===== src/hw/rtl/keyed_entry_table_with_access_counts_assert.svh =====
// Assertion macros for the keyed entry table.
// Expects signals named clk and rst_n in the module that uses them.
`ifndef KEYED_ENTRY_TABLE_WITH_ACCESS_COUNTS_ASSERT_SVH
`define KEYED_ENTRY_TABLE_WITH_ACCESS_COUNTS_ASSERT_SVH

// expr holds at every clock edge out of reset
`define KET_ASSERT_ALWAYS(label, expr, msg) \
  label: assert property (@(posedge clk) disable iff (!rst_n) (expr)) else $error(msg);

// cons holds in the same cycle as ante
`define KET_ASSERT_IMPL(label, ante, cons, msg) \
  label: assert property (@(posedge clk) disable iff (!rst_n) (ante) |-> (cons)) \
    else $error(msg);

// cons holds in the cycle after ante
`define KET_ASSERT_NEXT(label, ante, cons, msg) \
  label: assert property (@(posedge clk) disable iff (!rst_n) (ante) |=> (cons)) \
    else $error(msg);

`endif


===== src/hw/rtl/ket_pkg.sv =====
// Shared types and constants for the keyed entry table.
// No dependencies; used by the interfaces, the slot cell and the top level.
package ket_pkg;

  localparam int KEY_W    = 16;
  localparam int HANDLE_W = 32;
  localparam int HITS_W   = 32;
  localparam int TOTAL_W  = 7;

  typedef enum logic [1:0] {
    REQ_ADD        = 2'd0,
    REQ_REMOVE     = 2'd1,
    REQ_GET        = 2'd2,
    REQ_GET_ACCESS = 2'd3
  } req_type_t;

  typedef struct packed {
    req_type_t             req_type;
    logic [KEY_W-1:0]      key;
    logic [HANDLE_W-1:0]   content_handle;
  } in_word_t;

  typedef struct packed {
    logic                  found;
    logic                  rejected_full;
    logic [HANDLE_W-1:0]   content_out;
    logic [HITS_W-1:0]     access_count;
    logic [TOTAL_W-1:0]    entry_total;
    logic [TOTAL_W-1:0]    peak_total;
  } out_word_t;

  // contents of one table slot
  typedef struct packed {
    logic [KEY_W-1:0]      key;
    logic [HANDLE_W-1:0]   handle;
    logic [HITS_W-1:0]     hits;
  } slot_t;

  // request token walking down the cell chain
  typedef struct packed {
    logic                  vld;
    req_type_t             req;
    logic [KEY_W-1:0]      key;
    logic [HANDLE_W-1:0]   handle;
    logic                  found;   // a cell upstream matched the key
    logic                  placed;  // an add was stored upstream
    logic                  shift;   // remove in progress: cells pull from their neighbor
    logic [HITS_W-1:0]     data;    // handle or hit count picked up at the match
  } tok_t;

endpackage


===== src/hw/rtl/ket_cell.sv =====
// One table slot: holds key, handle, hit counter and valid mark, and acts on
// the request token passing through it. Depends on ket_pkg.
module ket_cell import ket_pkg::*; (
  input  logic  clk,
  input  logic  rst_n,
  input  tok_t  tok_i,
  input  slot_t nb_slot_i,
  input  logic  nb_vld_i,
  output tok_t  tok_o,
  output slot_t slot_o,
  output logic  vld_o
);

  slot_t slot_r, slot_nxt;
  logic  vld_r, vld_nxt;
  tok_t  tok_r, tok_nxt;

  always_comb begin
    slot_nxt = slot_r;
    vld_nxt  = vld_r;
    tok_nxt  = tok_i;
    if (tok_i.vld) begin
      if (tok_i.shift) begin
        // close up the gap left by a removal
        slot_nxt = nb_slot_i;
        vld_nxt  = nb_vld_i;
      end else if (!tok_i.found && !tok_i.placed) begin
        case (tok_i.req)
          REQ_ADD: begin
            if (!vld_r) begin
              slot_nxt.key    = tok_i.key;
              slot_nxt.handle = tok_i.handle;
              slot_nxt.hits   = '0;
              vld_nxt         = 1'b1;
              tok_nxt.placed  = 1'b1;
            end
          end
          default: begin
            if (vld_r && slot_r.key == tok_i.key) begin
              tok_nxt.found = 1'b1;
              case (tok_i.req)
                REQ_GET: begin
                  tok_nxt.data  = slot_r.handle;
                  slot_nxt.hits = slot_r.hits + 1'b1;
                end
                REQ_GET_ACCESS: begin
                  tok_nxt.data = slot_r.hits;
                end
                REQ_REMOVE: begin
                  slot_nxt      = nb_slot_i;
                  vld_nxt       = nb_vld_i;
                  tok_nxt.shift = 1'b1;
                end
                default: ;
              endcase
            end
          end
        endcase
      end
    end
  end

  always_ff @(posedge clk) begin
    if (!rst_n) begin
      vld_r <= 1'b0;
      tok_r <= '0;
    end else begin
      vld_r <= vld_nxt;
      tok_r <= tok_nxt;
    end
  end

  always_ff @(posedge clk) begin
    slot_r <= slot_nxt;
  end

  assign tok_o  = tok_r;
  assign slot_o = slot_r;
  assign vld_o  = vld_r;

endmodule


===== config.mk =====
export PLATFORM = sky130hd
export DESIGN_NAME = ket_cell
export DESIGN_NICKNAME = d
export VERILOG_FILES = /design/src/hw/rtl/keyed_entry_table_with_access_counts_assert.svh /design/src/hw/rtl/ket_pkg.sv /design/src/hw/rtl/ket_cell.sv
export SDC_FILE = /design/constraint.sdc
export NUM_CORES = 1
export LEC_CHECK = 0
export BUFFER_PORTS_ARGS = -buffer_cell sky130_fd_sc_hd__buf_4
export CORE_MARGIN = 3
export CORE_UTILIZATION = 38
export DETAILED_ROUTE_END_ITERATION = 6
export HOLD_SLACK_MARGIN = 0.06
export PLACE_DENSITY = 0.67
export SYNTH_ARGS = -nofsm -noshare
export SYNTH_HDL_FRONTEND = slang
export SYNTH_SLANG_ARGS = --single-unit

===== constraint.sdc =====
create_clock -name clk -period 8.9 [get_ports clk]
set_input_delay 0.89 -clock clk [delete_from_list [all_inputs] [get_ports clk]]
set_output_delay 0.89 -clock clk [all_outputs]
set_load 0.02 [all_outputs]

==> results.py <==
metrics = {
    "run_status": {
        "run_status": "finished clean",
    },
    "logic_synthesis": {
        "syn_area_um2": 7390,
        "netlist.area_leader.share_pct": 32.5,
        "synth_fp_nets": 830,
        "yosysSeqAreaShare_pct": 56.1,
        "synth_flop_cell": "dfxtp_1",
        "synth-seq-cells": 167,
        "ys_async_sr_fraction_pct": 0,
        "synth_area_leaders": "edfxtp_1, dfxtp_1, mux2_2",
        "ys_types": 45,
        "synth-edff-count": 80,
        "syn_inst": 660,
        "yosysWarnings": 0,
        "synth_area_per_cell_um2": 11.2,
        "synth_commonest_cells": "dfxtp_1, edfxtp_1, mux2_2",
        "synth.most_common_cell": "dfxtp_1",
        "yosysTopAreaCell": "edfxtp_1",
    },
    "final_layout": {
        "num-fill-cells": 1689,
        "antenna_cells": 0,
        "seqCellArea_um2": 4140,
        "post-route-util_pct": 56.6,
        "multiInputGateArea_um2": 3020,
        "synthToLayoutAreaGrowth_pct": 44.9,
        "nets": 1147,
        "drive_gt1_share_pct": 47.3,
    },
    "hold_path": {
        "worst_hold_path_type": "input port to register",
    },
    "global_routing": {
        "grt_max_degree": 50,
        "grt_pass1_vias": 6401,
        "grt_pass1_wl_um": 37400,
        "track_usage_pct": 22.5,
        "overflow": 0,
        "antenna_found_initial": 0,
    },
    "floorplan": {
        "start_util_pct": 39.1,
        "die_area_um2": 21100,
        "ios": 336,
        "die_y_um": 145,
        "core_um2": 18900,
        "fp.dieW_um": 145,
        "rows": 50,
    },
    "clock_network": {
        "cts_buffer_depth": 2,
        "cts_htree_levels": 4,
        "cts_tree": "yes",
        "clk_latency_ps": 420,
        "cts_hold_buf": 0,
        "cts.reportedPaths.clkPinSlew_ps": 70,
        "numCtsBuffers": 17,
        "cts.sinks": 167,
        "cts_setup_buffers": 0,
        "cts.repair.resized": 0,
        "cts_root_buf": "clkbuf_16",
    },
    "critical_path": {
        "cp.arrival_ps": 3500,
        "cp-start-kind": "input port",
        "cp_max_fo": 38,
        "timing_worst_setup_path_type": "input port to register",
        "critPathCaptureType": "register",
        "required_ps": 8940,
    },
    "drt": {
        "drtPass1Iterations": 4,
        "drc": 0,
        "ant_nets": 0,
        "wl_per_cell_um": 19.3,
        "vias_per_cell": 4.98,
        "first_iter_violations": 273,
        "drt_wl_total_um": 24200,
        "vias": 6223,
    },
    "timing": {
        "setup-tns-final_ps": 0,
        "setup_viol": 0,
        "worstMarginPinSlew_ps": 1120,
        "worst_slew_margin_rel_pct": 25.3,
        "grt_setup_unrepaired": "no",
        "fmax_mhz": 289,
        "slew_viol_final": 0,
        "fin_crit_sh_pct": 38.9,
        "skew_ps": 9.63,
        "fin_crit_ps": 3460,
        "hold_viol": 0,
    },
    "pwr": {
        "p_total_uw": 1900,
        "power_density_nw_per_um2": 178,
        "peakVddDrop_mv": 0.129,
        "leakage_uw": 0.00442,
    },
    "placement": {
        "gp_congestion": 0.854,
        "portBuffers": 335,
        "dp_hpwl_um": 17400,
    },
    "job": {
        "cap_violations": 0,
    },
}
==> power by group <==
group | switching, µW | internal (µW) | leakage, µW | total [µW]
logic | 143 | 142 | 0.00268 | 285
clock network | 324 | 418 | 0.000262 | 742
registers | 26.2 | 851 | 0.00147 | 878
total | 493 | 1410 | 0.00442 | 1900
==> registers in the layout, summed over array words and instances, names as in the netlist <==
| register | flops |
|---|---|
| tok_o | 86 |
| slot_o | 80 |
| vld_o | 1 |
==> final cells by class <==
cell class / count / share of cell area (%)
Clock buffer: 20 / 4.08
Clock inverter: 12 / 1.33
Inverter: 15 / 0.526
Multi-Input combinational cell: 433 / 28.2
Sequential cell: 167 / 38.7
Tap cell: 260 / 3.04
Timing Repair Buffer: 343 / 24.1
==> per-stage QoR <==
step	std cells	instance area [µm²]	worst slack, ps	hold slack, ps
3_5_place_dp	1218	10100	4930	670
4_1_cts	1250	10700	5370	649
2_1_floorplan	660	7390	2770	680
5_1_grt	1250	10700	5140	648
3_3_place_gp	1218	10100	4940	676
6_report	1250	10700	5440	672
==> worst paths after layout <==
| kind | startpoint | endpoint | slack, ps | cells past startpoint |
|---|---|---|---|---|
| setup / recovery | tok_i[70] | slot_o[31] | 5440 | 6 |
| hold / removal | tok_i[50] | tok_o[50] | 670 | 2 |
| setup reg to reg | slot_o[67] | slot_o[31] | 5570 | 5 |
| hold reg to reg | slot_o[31] | slot_o[31] | 700 | 2 |
==> metal layers <==
| metal | wire length [µm] | vias up | track usage [%] |
|---|---|---|---|
| met1 | 10000 | 2950 | 28.5 |
| met4 | 402 | 0 | 6.22 |
| li1 | - | 2982 | - |
| met2 | 11700 | 266 | 36.8 |
| met3 | 1970 | 25 | 7.82 |
| met5 | 0 | - | 0 |
==> worst max-delay path, cell delays in order <==
cell and delay [ps]:
buf_4 120, xor2_1 140, nor4_1 430, and3_2 800
a311oi_1 270, nor2_4 810
==> placed cells by master, fill, tap and decap left out, types with 9 or more instances in the layout <==
cell and count:
nand3_1 43, o21ai_0 53, nor3_1 14, nand2_1 42, o21ai_1 9, a21oi_1 33
nor2_1 17, clkbuf_16 17, xor2_1 19, buf_4 343, and2_1 47, dfxtp_1 87
mux2_2 80, xnor2_1 25, edfxtp_1 80, inv_1 14
==> cell families after synthesis <==
| logic type | Yosys count | synth area share, % |
|---|---|---|
| adders and majority gates | 1 | 0.169 |
| AOI/OAI and AO/OA | 113 | 8.33 |
| DFF | 167 | 56.1 |
| xor gates and xnor gates | 44 | 5.22 |
| muxes | 80 | 12.2 |
| buffers and inverters | 60 | 3.37 |
| and+or+nand+nor | 195 | 14.6 |
Power figures use the tool's default switching activity.
